===== src/hw/rtl/imm_pkg.sv =====
`default_nettype none

package imm_pkg;

	localparam int MAX_DIM   = 8;
	localparam int IDX_W     = $clog2(MAX_DIM);
	localparam int ADDR_W    = 2 * IDX_W;
	localparam int DEPTH     = MAX_DIM * MAX_DIM;
	localparam int DATA_W    = 32;
	localparam int CNT_W     = 4;
	localparam int CFG_IDX_W = 2;

	localparam logic [1:0] ACT_WR_A = 2'd0;
	localparam logic [1:0] ACT_WR_B = 2'd1;
	localparam logic [1:0] ACT_MUL  = 2'd2;

	localparam logic [CFG_IDX_W-1:0] CFG_A_ROW = 2'd0;
	localparam logic [CFG_IDX_W-1:0] CFG_A_COL = 2'd1;
	localparam logic [CFG_IDX_W-1:0] CFG_B_ROW = 2'd2;
	localparam logic [CFG_IDX_W-1:0] CFG_B_COL = 2'd3;

	localparam logic [CNT_W-1:0] CNT_RESET = 4'd8;
	localparam logic [CNT_W-1:0] CNT_MAX   = 4'd8;

	typedef struct packed {
		logic [1:0]               action;
		logic [IDX_W-1:0]         row_index;
		logic [IDX_W-1:0]         col_index;
		logic signed [DATA_W-1:0] element_value;
	} req_item_t;

	typedef struct packed {
		logic signed [DATA_W-1:0] product_value;
		logic [IDX_W-1:0]         out_row;
		logic [IDX_W-1:0]         out_col;
		logic                     size_error;
		logic                     last_result;
	} rsp_item_t;

	// Commands from the controller to the datapath.
	typedef struct packed {
		logic             wr_a;
		logic             wr_b;
		logic             rd;
		logic             first;
		logic [IDX_W-1:0] row;
		logic [IDX_W-1:0] col;
		logic [IDX_W-1:0] kk;
		logic             emit;
		logic             emit_err;
		logic             last;
	} dp_cmd_t;

	typedef struct packed {
		logic busy;
		logic out_free;
	} dp_status_t;

	// Zero counts as one, anything above the maximum is clamped.
	function automatic logic [CNT_W-1:0] eff_count(input logic [CNT_W-1:0] v);
		logic [CNT_W-1:0] r;
		if (v == '0) begin
			r = 4'd1;
		end else if (v > CNT_MAX) begin
			r = CNT_MAX;
		end else begin
			r = v;
		end
		return r;
	endfunction

endpackage

`default_nettype wire


===== src/hw/rtl/imm_datapath.sv =====
`default_nettype none

module imm_datapath (
	input  wire                  clk,
	input  wire                  arst_n,
	input  imm_pkg::req_item_t   req,
	input  imm_pkg::dp_cmd_t     cmd,
	output imm_pkg::dp_status_t  status,
	output logic                 rsp_valid,
	input  wire                  rsp_ready,
	output imm_pkg::rsp_item_t   rsp
);
	import imm_pkg::*;

	logic [DATA_W-1:0] mem_a [DEPTH];
	logic [DATA_W-1:0] mem_b [DEPTH];

	logic [ADDR_W-1:0] wr_addr, rd_addr_a, rd_addr_b;
	logic [DATA_W-1:0] a_s1, b_s1, prod_s2, acc_q;
	logic              valid_s1, first_s1, valid_s2, first_s2;
	logic              out_valid_q;
	rsp_item_t         out_q;

	assign wr_addr   = {req.row_index, req.col_index};
	assign rd_addr_a = {cmd.row, cmd.kk};
	assign rd_addr_b = {cmd.kk, cmd.col};

	always_ff @(posedge clk) begin
		if (cmd.wr_a) begin
			mem_a[wr_addr] <= req.element_value;
		end
		if (cmd.rd) begin
			a_s1 <= mem_a[rd_addr_a];
		end
	end

	always_ff @(posedge clk) begin
		if (cmd.wr_b) begin
			mem_b[wr_addr] <= req.element_value;
		end
		if (cmd.rd) begin
			b_s1 <= mem_b[rd_addr_b];
		end
	end

	// Only the low 32 bits of each product matter for a wrapping sum.
	always_ff @(posedge clk) begin
		prod_s2 <= a_s1 * b_s1;
		if (valid_s2) begin
			acc_q <= first_s2 ? prod_s2 : acc_q + prod_s2;
		end
	end

	always_ff @(posedge clk or negedge arst_n) begin
		if (!arst_n) begin
			valid_s1 <= 1'b0;
			first_s1 <= 1'b0;
			valid_s2 <= 1'b0;
			first_s2 <= 1'b0;
		end else begin
			valid_s1 <= cmd.rd;
			first_s1 <= cmd.first;
			valid_s2 <= valid_s1;
			first_s2 <= first_s1;
		end
	end

	assign status.busy     = valid_s1 || valid_s2;
	assign status.out_free = !out_valid_q || rsp_ready;

	always_ff @(posedge clk or negedge arst_n) begin
		if (!arst_n) begin
			out_valid_q <= 1'b0;
		end else if (cmd.emit || cmd.emit_err) begin
			out_valid_q <= 1'b1;
		end else if (rsp_ready) begin
			out_valid_q <= 1'b0;
		end
	end

	always_ff @(posedge clk) begin
		if (cmd.emit) begin
			out_q.product_value <= acc_q;
			out_q.out_row <= cmd.row;
			out_q.out_col <= cmd.col;
			out_q.size_error <= 1'b0;
			out_q.last_result <= cmd.last;
		end else if (cmd.emit_err) begin
			out_q.product_value <= '0;
			out_q.out_row <= '0;
			out_q.out_col <= '0;
			out_q.size_error <= 1'b1;
			out_q.last_result <= 1'b1;
		end
	end

	assign rsp_valid = out_valid_q;
	assign rsp       = out_q;

endmodule

`default_nettype wire


===== config.mk =====
export PLATFORM = sky130hd
export DESIGN_NAME = imm_datapath
export DESIGN_NICKNAME = d
export VERILOG_FILES = /design/src/hw/rtl/imm_pkg.sv /design/src/hw/rtl/imm_datapath.sv
export SDC_FILE = /design/constraint.sdc
export NUM_CORES = 2
export LEC_CHECK = 0
export BUFFER_PORTS_ARGS = -buffer_cell sky130_fd_sc_hd__buf_2
export CORE_ASPECT_RATIO = 0.6
export CORE_MARGIN = 5
export CORE_UTILIZATION = 59
export DETAILED_ROUTE_END_ITERATION = 16
export PLACE_DENSITY = 0.75
export SYNTH_ARGS = -nofsm -noshare
export SYNTH_HDL_FRONTEND = slang
export SYNTH_SLANG_ARGS = --single-unit

===== constraint.sdc =====
create_clock -name clk -period 12.9 [get_ports clk]
set_input_delay 1.29 -clock clk [delete_from_list [all_inputs] [get_ports clk]]
set_output_delay 1.29 -clock clk [all_outputs]
set_load 0.02 [all_outputs]

==> impl_metrics.ini <==
[power_and_ir_drop]
power_mw = 48.58
power_density_nw_per_um2 = 246.8
power_switching_share_pct = 35.11
power.share.clock_pct = 23.3
power.leakage_nw = 63.80
irDropWorstVdd_uv = 1226
p_int_mw = 31.53
comb_power_share_pct = 43.8
pwr-share-seq_pct = 33.0
p_switching_mw = 17.06

[clocking]
cts_setup_buffers = 0
path_clk_slew_ps = 70
postCtsHoldBufs = 0
cts_root_buffer = clkbuf_16
cts-resized-gates = 0
tritoncts.num_buffers = 370
cts_tree = built
insertion_delay_ps = 950
cts-htree-levels = 5
cts_sinks = 4269
cts_buffer_depth = 4

[die]
die_w_um = 719.0
num_rows = 156
start_util_pct = 59.16
core_area_um2 = 300800
die_height_um = 435.4
die_area_um2 = 313000
pin_count = 102

[finish]
fin_area_um2 = 196900
area_growth_pct = 10.64
layout-drive-gt1-share_pct = 27.07
nets = 9076

[critical_path]
critPathSlowestCell = edfxtp_1
arrival_ps = 8490
critPathKind = reg2reg
cp.buffers_inverters = 3
start_kind = register
cp_top_family = adder cells
max_stage_delay_ps = 1040
critPathRequiredTime_ps = 13630
cp_common_cell = fa_1
cp_cell_sequence = nand2_1 > fa_1 > fa_1 > fa_1 > fa_1 > inv_1 > fa_1 > fa_1 > inv_1 > fa_1 > fa_1 > inv_1 > ha_1 > a21o_1 > a21o_1 > a21oi_1 > o22ai_1 > a31o_2 > o41a_1 > a21oi_1 > o21ai_1 > xnor2_1
critPathCaptureType = register
cp_max_fo = 29

[global_route]
grt_pass1_wl_mm = 670.6
grt_usage_pct = 30.38
grt_pass1_vias = 89190
grt_max_degree = 144
overflow = 0
grt_antenna_before_repair = 68

[timing]
tightestPinTransition_ps = 1348
hold_slack_ps = 226.2
setup_viol = 0
max_freq_mhz = 128.8
finalCritPeriodShare_pct = 60.17
period_minus_slack_ps = 7762
hold_violations = 0
finClkSkew_ps = 102.2
finalSetupTns_ps = 0
rsz0062_at_grt = false
slew_headroom_pct = 10.11
slew_viol_final = 0

[yosys]
ys_ff_latch = 4269
seq_area_frac_synth_pct = 71.85
ys_async_sr_fraction_pct = 0.1171
synth_area_leaders = edfxtp_1, mux4_2, fa_1
yosysMostFrequentCell = edfxtp_1
synth_ff_type = edfxtp_1
syn_nets = 8777
synth_area_per_cell_um2 = 21.82
synthCells = 8155
synth-edff-count = 4231
synth.cells.most_frequent = edfxtp_1, mux4_2, fa_1
ys_types = 63
syn-cell-area_um2 = 177900
ys_warn_count = 0
synth_top_cell_area_share_pct = 71.40
yosysTopAreaCell = edfxtp_1

[drt]
wl_per_cell_um = 36.78
via_per_inst = 6.854
drt-total-wl_mm = 471.3
drt_iter0_markers = 14110
drtPass1Iterations = 8
drcViolationCount = 0
ant_nets = 0
vias = 87830

[placed_design]
numPortBuffers = 99
dp_hpwl_mm = 256.5
place_area_um2 = 184800
routabilityCongestion = 0.8440

[run]
maxCapViolations = 0

[worst_hold_path]
hp-class = in2async

[run_status]
status = finished clean
-- final timing paths --
path,cells after the start,endpoint,slack [ps],startpoint
max,22,prod_s2[31],5140,b_s1[3]
min,1,rsp_valid,230,arst_n
max reg2reg,22,prod_s2[31],5140,b_s1[3]
min reg2reg,0,first_s2,370,first_s1
max in group asynchronous,1,first_s2,12520,arst_n
min in group clk,0,first_s2,370,first_s1
-- registers in the layout, summed over array words and instances (netlist names) --
register,count
a_s1,32
acc_q,32
b_s1,32
first_s1,1
first_s2,1
mem_a,2048
mem_b,2048
prod_s2,32
rsp,40
rsp_valid,1
valid_s1,1
valid_s2,1
-- worst register-to-register path, delay by kind of cell (launching register included) --
kind / cells / cell delay (ps)
compound gates: 8 / 1660
simple gates: 1 / 210
buf+inv: 3 / 160
flops: 1 / 1040
xor+xnor: 1 / 130
fa+ha+maj: 9 / 4410
-- power groups by stage --
stage	sequential, mW	combinational [mW]	clock (mW)
after floorplan	16.3	15.9	0
final	16.0	21.3	11.3
after CTS	16.0	21.4	11.4
after global routing	16.0	23.9	12.0
after global placement	16.3	20.7	0
after detailed placement	16.3	21.2	0
-- cell type report --
| cell class | instances | area (µm²) |
|---|---|---|
| antenna | 38 | 95.09 |
| clock inverter | 219 | 2288 |
| tap | 4029 | 5041 |
| multi-input combinational | 3076 | 47870 |
| clock buffer | 447 | 9707 |
| timing repair buffer | 347 | 2559 |
| inverter | 390 | 1464 |
| sequential | 4269 | 127800 |
| fill | 18630 | 103900 |
-- layout by cell type (no fill, tap or decap), types with 8 or more instances in the layout --
| cell type | synthesis | routed |
|---|---|---|
| clkbuf_1 | 268 | 69 |
| o21bai_1 | 10 | 10 |
| nand2_1 | 281 | 280 |
| mux2i_1 | 9 | 9 |
| a21oi_1 | 40 | 40 |
| a211oi_1 | 9 | 9 |
| and2_1 | 349 | 349 |
| buf_4 | 4 | 278 |
| mux4_2 | 1337 | 1337 |
| o21ai_0 | 49 | 49 |
| clkinv_2 | 0 | 73 |
| edfxtp_1 | 4231 | 4231 |
| buf_2 | 105 | 58 |
| diode_2 | 0 | 38 |
| nand3_1 | 17 | 16 |
| clkinv_1 | 0 | 68 |
| dfxtp_1 | 33 | 33 |
| nor3_1 | 10 | 10 |
| mux2_2 | 11 | 11 |
| clkinvlp_4 | 0 | 17 |
| inv_1 | 390 | 390 |
| ha_1 | 154 | 154 |
| nor2_1 | 151 | 23 |
| xor2_1 | 31 | 31 |
| a21o_1 | 33 | 33 |
| bufinv_16 | 0 | 43 |
| fa_1 | 409 | 409 |
| xnor2_1 | 79 | 79 |
| nor2_4 | 0 | 128 |
| nor2b_1 | 8 | 8 |
| clkbuf_16 | 0 | 377 |
-- routing by layer --
metal,GRT usage (%),part of all wire [%]
met3,9.926,15
met1,44.43,36
met5,0,0.046
met4,8.036,2.9
met2,45.04,46
-- kinds of logic after synthesis --
family | Yosys count | synth area share [%]
DFF | 4269 | 71.85
adders and majority gates | 563 | 5.685
buffers and inverters | 810 | 1.795
and+or+nand+nor | 852 | 2.378
xor gates and xnor gates | 110 | 0.5415
AOI/OAI and AO/OA | 194 | 0.7116
muxes | 1357 | 17.04
-- per-stage QoR --
stage | utilization, % | std cells | setup WS [ps]
after global routing | 65.42 | 12780 | 4853
final | 65.45 | 12820 | 5138
after global placement | 61.43 | 12110 | 5272
after detailed placement | 61.43 | 12110 | 5201
after floorplan | - | 8155 | 5998
after CTS | 65.42 | 12780 | 5182
Note: power is estimated with default switching activity, not from simulation.
