<file path="src/hw/rtl/imm_pkg.sv">
`default_nettype none

package imm_pkg;

	localparam int MAX_DIM   = 8;
	localparam int IDX_W     = $clog2(MAX_DIM);
	localparam int ADDR_W    = 2 * IDX_W;
	localparam int DEPTH     = MAX_DIM * MAX_DIM;
	localparam int DATA_W    = 32;
	localparam int CNT_W     = 4;
	localparam int CFG_IDX_W = 2;

	localparam logic [1:0] ACT_WR_A = 2'd0;
	localparam logic [1:0] ACT_WR_B = 2'd1;
	localparam logic [1:0] ACT_MUL  = 2'd2;

	localparam logic [CFG_IDX_W-1:0] CFG_A_ROW = 2'd0;
	localparam logic [CFG_IDX_W-1:0] CFG_A_COL = 2'd1;
	localparam logic [CFG_IDX_W-1:0] CFG_B_ROW = 2'd2;
	localparam logic [CFG_IDX_W-1:0] CFG_B_COL = 2'd3;

	localparam logic [CNT_W-1:0] CNT_RESET = 4'd8;
	localparam logic [CNT_W-1:0] CNT_MAX   = 4'd8;

	typedef struct packed {
		logic [1:0]               action;
		logic [IDX_W-1:0]         row_index;
		logic [IDX_W-1:0]         col_index;
		logic signed [DATA_W-1:0] element_value;
	} req_item_t;

	typedef struct packed {
		logic signed [DATA_W-1:0] product_value;
		logic [IDX_W-1:0]         out_row;
		logic [IDX_W-1:0]         out_col;
		logic                     size_error;
		logic                     last_result;
	} rsp_item_t;

	// Commands from the controller to the datapath.
	typedef struct packed {
		logic             wr_a;
		logic             wr_b;
		logic             rd;
		logic             first;
		logic [IDX_W-1:0] row;
		logic [IDX_W-1:0] col;
		logic [IDX_W-1:0] kk;
		logic             emit;
		logic             emit_err;
		logic             last;
	} dp_cmd_t;

	typedef struct packed {
		logic busy;
		logic out_free;
	} dp_status_t;

	// Zero counts as one, anything above the maximum is clamped.
	function automatic logic [CNT_W-1:0] eff_count(input logic [CNT_W-1:0] v);
		logic [CNT_W-1:0] r;
		if (v == '0) begin
			r = 4'd1;
		end else if (v > CNT_MAX) begin
			r = CNT_MAX;
		end else begin
			r = v;
		end
		return r;
	endfunction

endpackage

`default_nettype wire

</file>
<file path="src/hw/rtl/imm_ctrl.sv">
`default_nettype none

module imm_ctrl (
	input  wire                          clk,
	input  wire                          arst_n,
	input  wire                          req_valid,
	output logic                         req_ready,
	input  imm_pkg::req_item_t           req,
	input  wire                          cfg_valid,
	output logic                         cfg_ready,
	input  wire [imm_pkg::CFG_IDX_W-1:0] cfg_index,
	input  wire [imm_pkg::CNT_W-1:0]     cfg_data,
	output imm_pkg::dp_cmd_t             cmd,
	input  imm_pkg::dp_status_t          status
);
	import imm_pkg::*;

	localparam logic [1:0] ST_IDLE = 2'd0;
	localparam logic [1:0] ST_RUN  = 2'd1;
	localparam logic [1:0] ST_WAIT = 2'd2;
	localparam logic [1:0] ST_ERR  = 2'd3;

	logic [1:0]       state_q, state_d;
	logic [CNT_W-1:0] a_row_q, a_col_q, b_row_q, b_col_q;
	logic [IDX_W-1:0] i_q, i_d, j_q, j_d, k_q, k_d;
	logic [CNT_W-1:0] ar, ac, br, bc;
	logic             accept, i_last, j_last, k_last;

	assign cfg_ready = 1'b1;
	assign req_ready = (state_q == ST_IDLE);
	assign accept    = req_valid && req_ready;

	assign ar = eff_count(a_row_q);
	assign ac = eff_count(a_col_q);
	assign br = eff_count(b_row_q);
	assign bc = eff_count(b_col_q);

	assign i_last = ({1'b0, i_q} == ar - 4'd1);
	assign j_last = ({1'b0, j_q} == bc - 4'd1);
	assign k_last = ({1'b0, k_q} == ac - 4'd1);

	always_ff @(posedge clk or negedge arst_n) begin
		if (!arst_n) begin
			a_row_q <= CNT_RESET;
			a_col_q <= CNT_RESET;
			b_row_q <= CNT_RESET;
			b_col_q <= CNT_RESET;
		end else if (cfg_valid && cfg_ready) begin
			unique case (cfg_index)
				CFG_A_ROW: a_row_q <= cfg_data;
				CFG_A_COL: a_col_q <= cfg_data;
				CFG_B_ROW: b_row_q <= cfg_data;
				CFG_B_COL: b_col_q <= cfg_data;
				default: ;
			endcase
		end
	end

	always_comb begin
		state_d = state_q;
		i_d = i_q;
		j_d = j_q;
		k_d = k_q;
		cmd = '0;
		cmd.row = i_q;
		cmd.col = j_q;
		cmd.kk = k_q;
		cmd.first = (k_q == '0);
		cmd.last = i_last && j_last;
		unique case (state_q)
			ST_IDLE: begin
				cmd.wr_a = accept && (req.action == ACT_WR_A);
				cmd.wr_b = accept && (req.action == ACT_WR_B);
				if (accept && req.action == ACT_MUL) begin
					i_d = '0;
					j_d = '0;
					k_d = '0;
					state_d = (ac != br) ? ST_ERR : ST_RUN;
				end
			end
			ST_RUN: begin
				cmd.rd = 1'b1;
				if (k_last) begin
					k_d = '0;
					state_d = ST_WAIT;
				end else begin
					k_d = k_q + 1'b1;
				end
			end
			ST_WAIT: begin
				// The sum is complete once the read and multiply stages are empty.
				if (!status.busy && status.out_free) begin
					cmd.emit = 1'b1;
					if (i_last && j_last) begin
						state_d = ST_IDLE;
					end else begin
						state_d = ST_RUN;
						if (j_last) begin
							j_d = '0;
							i_d = i_q + 1'b1;
						end else begin
							j_d = j_q + 1'b1;
						end
					end
				end
			end
			ST_ERR: begin
				if (status.out_free) begin
					cmd.emit_err = 1'b1;
					state_d = ST_IDLE;
				end
			end
			default: state_d = ST_IDLE;
		endcase
	end

	always_ff @(posedge clk or negedge arst_n) begin
		if (!arst_n) begin
			state_q <= ST_IDLE;
			i_q <= '0;
			j_q <= '0;
			k_q <= '0;
		end else begin
			state_q <= state_d;
			i_q <= i_d;
			j_q <= j_d;
			k_q <= k_d;
		end
	end

endmodule

`default_nettype wire

</file>
<file path="config.mk">
export PLATFORM = sky130hd
export DESIGN_NAME = imm_ctrl
export DESIGN_NICKNAME = d
export VERILOG_FILES = /design/src/hw/rtl/imm_pkg.sv /design/src/hw/rtl/imm_ctrl.sv
export SDC_FILE = /design/constraint.sdc
export NUM_CORES = 1
export LEC_CHECK = 0
export ABC_AREA = 1
export BUFFER_PORTS_ARGS = -buffer_cell sky130_fd_sc_hd__buf_4
export CORE_AREA = 2 2 66 68
export CTS_CLUSTER_DIAMETER = 200
export DETAILED_ROUTE_END_ITERATION = 8
export DIE_AREA = 0 0 68 70
export GPL_TIMING_DRIVEN = 0
export PLACE_DENSITY = 0.72
export SKIP_CTS_REPAIR_TIMING = 1
export SYNTH_ARGS = -nofsm -noshare
export SYNTH_HDL_FRONTEND = slang
export SYNTH_SLANG_ARGS = --single-unit
</file>
<file path="constraint.sdc">
create_clock -name clk -period 2 [get_ports clk]
set_input_delay 0.4 -clock clk [delete_from_list [all_inputs] [get_ports clk]]
set_output_delay 0.4 -clock clk [all_outputs]
set_load 0.05 [all_outputs]
</file>
==> results by group, run 1 <==
Outcome
  • Run status: finished, violations left
  • Failing checks: negative setup slack

Clock network
  • Clock latency on the worst-skew pair: 0.28 ns
  • CTS H-Tree Depth: 1
  • CTS root buf: clkbuf_8
  • CTS Buf Count: 3
  • TritonCTS Sinks: 27
  • CTS Buffer Depth: 2
  • Clock transition at the registers of the reported paths: 0.10 ns
  • CTS tree: yes

Cells and area
  • Fin nets: 339
  • Util after Layout: 54.56%
  • Inserted Diodes: 0
  • Most frequent cells in the layout: nand2_1 (68), buf_4 (34), inv_1 (25)
  • Layout area overhead: 29.16%
  • Post-route insts no fill: 331
  • Layout cells sized above 1: 29.75%
  • Post-layout instance area: 0.002261 mm2
  • Commonest non-fill, non-tap cell in the layout: nand2_1

Setup path
  • Crit path launch type: flip-flop
  • Crit. End Element: output port
  • Max Fanout on Critical Path: 3
  • WP data required: 1.60 ns
  • Crit path DAT: 1.98 ns
  • CP max stage delay: 0.40 ns
  • Crit path kind: reg -> out
  • CP max stage cell: dfrtp_1
  • Critical path, cell by cell: o21bai_1, and2_1, inv_2, ha_4, xor2_1, nand3_2, nor3_4, buf_6

Timing
  • Setup TNS: -0.7219 ns
  • Final setup fails: 8
  • F_max: 420.8 MHz
  • Fin crit share: 118.8%
  • RSZ-0062 raised after global routing: true
  • Worst hold slack: 0.01461 ns
  • Clk_skew: 0.002444 ns
  • Min Tclk post-route: 2.376 ns
  • Max Slew Vio Count: 0
  • Slack of the critical path: -0.3762 ns
  • Hold Violations, Final: 0

Floorplanning
  • Chip Height: 70 um
  • Die area: 0.004760 mm2
  • Row cnt: 24
  • I/O pin count: 70
  • Initial Util: 42.24%
  • Die width: 68 um
  • Core ar.: 0.004144 mm2

Placement
  • GPL Wtd Cong: 0.7804
  • Detailed-placement wirelength estimate: 2760 um
  • Inst Count DP: 323
  • Count of port buffers added during placement: 30
  • Setup WS pre-CTS: -0.1815 ns
  • Dpl cell area: 0.002085 mm2

Global route
  • GR Overflow Total: 0
  • Largest net degree at the start of global routing: 28
  • Initial antenna violation count: 0
  • GRT Total Usage: 16.45%
  • Global-route wire length before repair: 6175 um
  • Vias in the first global route: 1513

Min path
  • HP Class: in -> async

Yosys
  • Synth warnings: 0
  • Avg Inst Size Synth: 7.263 um2
  • Sequential area share after synthesis: 38.88%
  • Synth Instances: 241
  • Post-synthesis register bit count: 27
  • Synthesized net count: 300
  • Netlist cell types: 27
  • Cell Area, Synth: 0.001750 mm2

Pwr
  • Leakage: 1.147 nW
  • Pwr Total: 2.887 mW
  • Pwr dens: 1277 mW/mm2
  • Max VDD drop: 0.6082 mV

Detailed routing
  • Via count: 1624
  • DR iter-0 viols: 46
  • DR DRC count: 0
  • First-pass detailed-route iteration total: 4
  • WL per Instance: 11.19 um
  • Routed WL: 3704 um
  • Antenna Nets Post-Route: 0
  • Routed vias/inst: 4.906

Flow run
  • Max cap viols: 0
## synth_stat cells
master    number  area [um2]
nand3_4        1       17.52
xnor2_1        4       35.03
dfrtp_1       23       575.6
o21ai_2        2       17.52
ha_1           7       87.58
nor2_1        19       71.32
a21oi_4        1       16.27
inv_2          6       22.52
nand3_1       23       115.1
o21bai_1       1       7.510
o21ai_1        4       20.02
nor3_4         1       16.27
a21oi_1        4       20.02
clkinv_1       1       3.750
nand4_2        1       12.51
a31oi_1        1       6.260
conb_1         1       3.750
xor2_1         5       43.79
and2_1         1       6.260
nand2_2        4       25.02
dfstp_2        4       105.1
inv_1         27       101.4
nand2_1       70       262.8
nor3_1         6       30.03
nor2_2         4       25.02
buf_4          1       7.510
o21ai_0       19       95.09
## layer usage
metal	share of wire, %	GRT usage, %	vias to the layer above
met3	3.2	3.704	2
li1	-	-	841
met1	44	19.85	758
met4	0.38	3.556	0
met5	0	0	-
met2	52	29.13	23
## state kept, by name, indices dropped and copies added, names as in the netlist
name and count:
a_row_q 4, b_row_q 4, k_q 3, state_q 2, j_q 3, a_col_q 4, i_q 3, b_col_q 4
## power by group
group	total (mW)	switching (mW)	internal (mW)	leakage, nW
clock	0.331	0.184	0.146	0.0261
sequential	0.886	0.195	0.691	0.334
combinational	1.67	1.10	0.574	0.788
total	2.89	1.48	1.41	1.15
## area by class of cell
| cell class | count | area, um2 |
|---|---|---|
| Buffer | 1 | 7.507 |
| Clock buffer | 3 | 41.29 |
| Clock inverter | 1 | 8.758 |
| Fill cell | 407 | 1883 |
| Inverter | 34 | 127.6 |
| Multi-Input combinational cell | 179 | 1067 |
| Sequential cell | 27 | 684.4 |
| Tap cell | 52 | 65.06 |
| Timing Repair Buffer | 34 | 259.0 |
## cell families after synthesis
family / after synthesis / synth area share [%]
compound gates: 32 / 10.44
xor+xnor: 9 / 4.503
fa+ha+maj: 7 / 5.003
buf+inv: 35 / 7.720
flops: 27 / 38.88
other cells: 1 / 0.2142
simple gates: 130 / 33.24
## final timing paths
| path | endpoint | startpoint | slack, ns | cells past startpoint |
|---|---|---|---|---|
| hold / removal | i_q[1] | arst_n | 0.01 | 1 |
| min in group clk | b_row_q[3] | cfg_data[3] | 0.42 | 3 |
| hold reg to reg | a_row_q[0] | a_row_q[0] | 0.50 | 2 |
| setup / recovery | cmd[0] | a_row_q[2] | -0.38 | 8 |
| max in group asynchronous | b_col_q[3] | arst_n | 1.68 | 1 |
| setup reg to reg | j_q[2] | a_row_q[2] | -0.06 | 12 |
## critical path, delay by kind of cell (launching register included)
| kind | cells | cell delay [ns] |
|---|---|---|
| simple gates | 3 | 0.49 |
| flops | 1 | 0.40 |
| fa+ha+maj | 1 | 0.25 |
| buf+inv | 2 | 0.23 |
| compound gates | 1 | 0.17 |
| xor+xnor | 1 | 0.15 |
(Power assumes the default switching activity.)
==> run 2: changes to the inputs <==
--- a/config.mk
+++ b/config.mk
@@ -13,7 +13,9 @@
 export DIE_AREA = 0 0 68 70
 export GPL_TIMING_DRIVEN = 0
 export PLACE_DENSITY = 0.72
+export RECOVER_POWER = 100
 export SKIP_CTS_REPAIR_TIMING = 1
+export SLEW_MARGIN = 20
 export SYNTH_ARGS = -nofsm -noshare
 export SYNTH_HDL_FRONTEND = slang
 export SYNTH_SLANG_ARGS = --single-unit
==> run 2 against run 1 <==
Effect of this change: the flow still finishes with violations (negative setup slack); power down 3.1%; non-clock buffer count unchanged; count of clock-buffer cells in the layout unchanged; routed wire length down 0.27%; die area unchanged; global-route usage unchanged; flip-flop and latch count unchanged; first-iteration DRC count up 22%.
==> results by group, run 2 (same netlist as run 1, synthesis figures left out) <==
Timing
  • Worst-margin pin slew: 1.418 ns
  • RSZ-0062 raised after global routing: true
  • Min Tclk post-route: 2.375 ns (-0.001109 ns)
  • Worst slew margin: 5.466%
  • Final setup fails: 8 (unchanged)
  • Clk_skew: 0.002232 ns (-0.0002112 ns)
  • F_max: 421.0 MHz (about the same)
  • Fin crit share: 118.8% (about the same)
  • Hold Violations, Final: 0 (unchanged)
  • Max Slew Vio Count: 0 (unchanged)
  • Slack of the critical path: -0.3751 ns (+0.001109 ns)

Global route
  • Initial antenna violation count: 0 (unchanged)
  • GR Overflow Total: 0 (unchanged)
  • Global-route wire length before repair: 6175 um (unchanged)
  • Vias in the first global route: 1513 (unchanged)
  • GRT Total Usage: 16.45% (unchanged)
  • Largest net degree at the start of global routing: 28 (unchanged)

Clock network
  • CTS tree: yes
  • Clock latency on the worst-skew pair: 0.28 ns (about the same)
  • CTS H-Tree Depth: 1 (unchanged)
  • TritonCTS Sinks: 27 (unchanged)
  • Clock transition at the registers of the reported paths: 0.10 ns (about the same)
  • CTS Buffer Depth: 2 (unchanged)
  • CTS root buf: clkbuf_8
  • CTS Buf Count: 3 (unchanged)

Pwr
  • Pint: 1.329 mW (-5.8%)
  • Switching Fraction: 52.50% (+1.4 points)
  • Clock power frac: 11.8% (+0.3 points)
  • Sequential power share: 31.6% (+0.9 points)
  • Pwr dens: 1266 mW/mm2 (-0.82%)
  • Sw Pwr: 1.469 mW (-0.47%)
  • Leakage: 1.100 nW (-4.2%)
  • Logic gate share of total power: 56.6% (-1.3 points)
  • Max VDD drop: 0.5714 mV (-6.1%)

Floorplanning
  • Initial Util: 42.24% (unchanged)
  • Chip Height: 70 um (unchanged)
  • Core ar.: 0.004144 mm2 (unchanged)
  • Die area: 0.004760 mm2 (unchanged)
  • Row cnt: 24 (unchanged)
  • Die width: 68 um (unchanged)
  • I/O pin count: 70 (unchanged)

Setup path
  • Top delay family on crit path: simple AND/OR/NAND/NOR gates
  • Crit path launch type: flip-flop
  • CP max stage cell: dfrtp_1
  • Crit path kind: reg -> out
  • Critical path, cell by cell: o21bai_1, and2_1, inv_2, ha_4, xor2_1, nand3_2, nor3_4, buf_6
  • Critical path buffers and inverters: 2 (unchanged)
  • WP data required: 1.60 ns (about the same)
  • Max Fanout on Critical Path: 3 (unchanged)
  • CP max stage delay: 0.40 ns (about the same)
  • Crit path DAT: 1.98 ns (about the same)
  • Crit. End Element: output port

Outcome
  • Failing checks: negative setup slack
  • Run status: finished, violations left

Detailed routing
  • WL per Instance: 11.16 um (-0.27%)
  • Routed vias/inst: 4.882 (-0.49%)
  • DR iter-0 viols: 56 (+22%)
  • First-pass detailed-route iteration total: 4 (unchanged)
  • DR DRC count: 0 (unchanged)
  • Antenna Nets Post-Route: 0 (unchanged)
  • Routed WL: 3694 um (-0.27%)
  • Via count: 1616 (-0.49%)

Cells and area
  • Multi-input gate area: 0.001067 mm2 (unchanged)
  • Post-layout instance area: 0.002210 mm2 (-2.3%)
  • Fin nets: 339 (unchanged)
  • Fill count: 419 (+2.9%)
  • Inserted Diodes: 0 (unchanged)
  • Most frequent cells in the layout: nand2_1 (68), inv_1 (25), o21ai_0 (20), dfrtp_1 (20), nor2_1 (19)
  • Layout cells sized above 1: 25.81% (-3.9 points)
  • Area taken by flip-flops and latches: 684.4 um2 (unchanged)
  • Layout area overhead: 26.23%
  • Post-route insts no fill: 331 (unchanged)
  • Commonest non-fill, non-tap cell in the layout: nand2_1

Placement
  • Count of port buffers added during placement: 30 (unchanged)
  • Detailed-placement wirelength estimate: 2760 um (unchanged)
  • GPL Wtd Cong: 0.7804 (unchanged)
  • Inst Count DP: 323 (unchanged)
  • Dpl cell area: 0.002085 mm2 (unchanged)

Flow run
  • Max cap viols: 0 (unchanged)

Min path
  • HP Class: in -> reg
## run 2: layout make-up
type	count	share of cell area (%)
flip-flops and latches	27	30.97
clock buffers	3	1.869
inverters	34	5.776
repair buffers	34	9.400
well taps	52	2.945
multi-input cells	179	48.30
plain buffers	1	0.3398
clock inverters	1	0.3964
## run 2: worst paths after layout
check / from / to / slack, ns / cells after the start
worst max-delay path: a_row_q[2] / cmd[0] / -0.38 / 8
worst min-delay path: cfg_data[3] / b_row_q[3] / 0.42 / 3
worst max register to register: a_row_q[2] / j_q[2] / -0.06 / 12
worst min register to register: a_row_q[0] / a_row_q[0] / 0.50 / 2
max in group asynchronous: arst_n / b_col_q[0] / 0.64 / 1
min in group asynchronous: arst_n / i_q[1] / 0.43 / 1
## run 2: through the flow
| stage | TNS (ns) | hold slack (ns) | worst slack (ns) | power (mW) | util (%) |
|---|---|---|---|---|---|
| after global placement | -0.1501 | 0.3329 | -0.1501 | 2.396 | 50.30 |
| final | -0.6959 | 0.4200 | -0.3751 | 2.798 | 53.32 |
| after global routing | -1.854 | 0.4250 | -0.4996 | 3.044 | 53.32 |
| after CTS | -0.5279 | 0.02838 | -0.4913 | 2.765 | 51.51 |
| after detailed placement | -0.1815 | 0.3328 | -0.1815 | 2.429 | 50.30 |
| after floorplan | -0.2079 | 0.1044 | -0.1758 | 2.042 | - |
## run 2: worst min-delay path: cells and delay by family
family | cells | cell delay, ns
AO/OA/AOI/OAI | 1 | 0.09
buffers and inverters | 2 | 0.20
## run 2: per-layer routing
layer	routed length (um)	share of wire (%)	global-route usage [%]	vias up
met4	14	0.38	3.556	0
met1	1650	45	19.85	755
met3	105	2.8	3.704	2
met2	1923	52	29.13	17
met5	0	0	0	-
li1	-	-	-	842
## run 2: power by group through the flow
stage	Clock (mW)	Combinational, mW	Sequential, mW
after global routing	0.360	1.77	0.914
after detailed placement	0	1.54	0.891
after global placement	0	1.51	0.887
after floorplan	0	0.976	1.07
final	0.330	1.58	0.884
after CTS	0.338	1.55	0.881
==> run 3: changes to the inputs <==
--- a/config.mk
+++ b/config.mk
@@ -11,7 +11,6 @@
 export CTS_CLUSTER_DIAMETER = 200
 export DETAILED_ROUTE_END_ITERATION = 8
 export DIE_AREA = 0 0 68 70
-export GPL_TIMING_DRIVEN = 0
 export PLACE_DENSITY = 0.72
 export RECOVER_POWER = 100
 export SKIP_CTS_REPAIR_TIMING = 1
==> constraint.sdc (replaced) <==
create_clock -name clk -period 2 [get_ports clk]
set_input_delay 0.4 -clock clk [delete_from_list [all_inputs] [get_ports clk]]
set_output_delay 0.4 -clock clk [all_outputs]
set_load 0.1 [all_outputs]
==> run 3 against run 2 <==
Effect of this change: the run still ends with negative setup slack left; worst setup slack worse by 0.048 ns; die area stayed put; via count is 1.9% higher; design area is 4.8% higher; power is 19% higher; clock power is 5% lower; largest cell class unchanged.
==> results by group, run 3 (same netlist as run 1, synthesis figures left out) <==
Outcome
  • Run status: finished, violations left
  • Failing checks: negative setup slack

Floorplanning
  • Chip Height: 70 um (unchanged)
  • Core ar.: 0.004144 mm2 (unchanged)
  • I/O pin count: 70 (unchanged)
  • Die area: 0.004760 mm2 (unchanged)
  • Row cnt: 24 (unchanged)
  • Die width: 68 um (unchanged)
  • Initial Util: 42.24% (unchanged)

Detailed routing
  • DR DRC count: 0 (unchanged)
  • Routed WL: 3816 um (+3.3%)
  • DR iter-0 viols: 49 (-13%)
  • First-pass detailed-route iteration total: 5 (+1)
  • Routed vias/inst: 4.873 (-0.19%)
  • WL per Instance: 11.29 um (+1.2%)
  • Antenna Nets Post-Route: 0 (unchanged)
  • Via count: 1647 (+1.9%)

Timing
  • Worst-margin pin slew: 1.440 ns (+0.02195 ns)
  • RSZ-0062 raised after global routing: true
  • Clk_skew: 0.002187 ns (-0.00004521 ns)
  • Worst slew margin: 4.003% (-1.5 points)
  • Min Tclk post-route: 2.423 ns (+0.04798 ns)
  • Final setup fails: 8 (unchanged)
  • Fin crit share: 121.2% (+2.4 points)
  • Hold Violations, Final: 0 (unchanged)
  • F_max: 412.7 MHz (-2.0%)
  • Setup TNS: -0.7167 ns (-0.02082 ns)
  • Slack of the critical path: -0.4231 ns (-0.04798 ns)
  • Max Slew Vio Count: 0 (unchanged)
  • Worst hold slack: 0.4440 ns (+0.02397 ns)

Pwr
  • Leakage: 1.159 nW (+5.4%)
  • Max VDD drop: 0.8366 mV (+46%)
  • Pwr dens: 1440 mW/mm2 (+14%)
  • Pwr Total: 3.335 mW (+19%)

Global route
  • M3 GR Usage: 1.610% (-2.1 points)
  • Largest net degree at the start of global routing: 28 (unchanged)
  • GR Overflow Total: 0 (unchanged)
  • Grt peak-use layer: met2
  • Vias in the first global route: 1530 (+1.1%)
  • Initial antenna violation count: 0 (unchanged)
  • Global-route wire length before repair: 6368 um (+3.1%)
  • M2 GR Usage: 27.08% (-2.0 points)
  • Met1 usage: 23.44% (+3.6 points)
  • GRT Total Usage: 16.96% (+0.52 points)

Placement
  • Count of port buffers added during placement: 30 (unchanged)
  • Detailed-placement wirelength estimate: 2866 um (+3.8%)
  • GPL Wtd Cong: 0.7936 (+1.7%)
  • Dpl cell area: 0.002202 mm2 (+5.6%)

Cells and area
  • Layout area overhead: 32.31%
  • Most frequent cells in the layout: nand2_1 (66), inv_1 (25), buf_4 (23)
  • Post-layout instance area: 0.002316 mm2 (+4.8%)
  • Layout cells sized above 1: 33.92% (+8.1 points)
  • Area taken by flip-flops and latches: 693.2 um2 (+1.3%)
  • Fin nets: 346 (+2.1%)
  • Multi-input gate area: 0.001080 mm2 (+1.2%)
  • Commonest non-fill, non-tap cell in the layout: nand2_1
  • Fill count: 391 (-6.7%)
  • Inserted Diodes: 0 (unchanged)

Clock network
  • CTS Buf Count: 3 (unchanged)
  • CTS Buffer Depth: 2 (unchanged)
  • TritonCTS Sinks: 27 (unchanged)
  • CTS H-Tree Depth: 1 (unchanged)
  • Clock transition at the registers of the reported paths: 0.09 ns (about the same)
  • Clock latency on the worst-skew pair: 0.27 ns (about the same)
  • CTS tree: yes
  • CTS root buf: clkbuf_8

Setup path
  • Max Fanout on Critical Path: 2 (-1)
  • Crit path kind: reg -> out
  • WP data required: 1.60 ns (about the same)
  • Crit path DAT: 2.02 ns (+0.04 ns)
  • Crit path launch type: flip-flop
  • Crit. End Element: output port

Flow run
  • Max cap viols: 0 (unchanged)

Min path
  • HP Class: in -> reg
run 3: worst paths after layout:
path / cells past startpoint / startpoint / slack (ns) / to
worst min-delay path: 3 / cfg_data[3] / 0.44 / b_row_q[3]
worst max register to register: 15 / a_row_q[2] / -0.05 / i_q[0]
worst min register to register: 2 / b_row_q[3] / 0.50 / b_row_q[3]
min in group asynchronous: 1 / arst_n / 0.45 / k_q[1]
max in group asynchronous: 1 / arst_n / 0.61 / b_col_q[2]
worst max-delay path: 12 / a_row_q[2] / -0.42 / cmd[0]
run 3: layer usage:
layer / part of all wire [%] / up-vias
li1: - / 854
met4: 1.5 / 0
met2: 48 / 26
met5: 0 / -
met1: 47 / 763
met3: 3.0 / 4
run 3: cell type report:
cell class	instances	area share, %
Timing Repair Buffer	42	13.02
Inverter	34	5.511
Clock buffer	3	1.783
Multi-Input combinational cell	179	46.62
Clock inverter	1	0.3241
Sequential cell	27	29.93
Tap cell	52	2.809
run 3: worst max-delay path, stage by stage (launching register included):
cell and delay (ns):
dfrtp_1 0.39, o21bai_1 0.17, and2_1 0.19, inv_2 0.06
ha_4 0.16, inv_2 0.04, nand2_2 0.04, nand2_1 0.05
nand2_1 0.04, nand2_1 0.07, nand3_2 0.11, nor3_4 0.21
buf_12 0.20
run 3: report_power, final:
group	switching [mW]	internal [mW]
registers	0.199	0.701
clock network	0.171	0.141
logic	1.54	0.586
total	1.91	1.43
run 3: metrics by stage:
step | setup WS (ns) | std cells | util, %
floorplan | -0.5077 | 241 | -
global placement | -0.1938 | 333 | 53.14
detailed placement | -0.2377 | 333 | 53.14
CTS | -0.5527 | 337 | 54.32
global route | -0.5252 | 338 | 55.89
finish | -0.4231 | 338 | 55.89
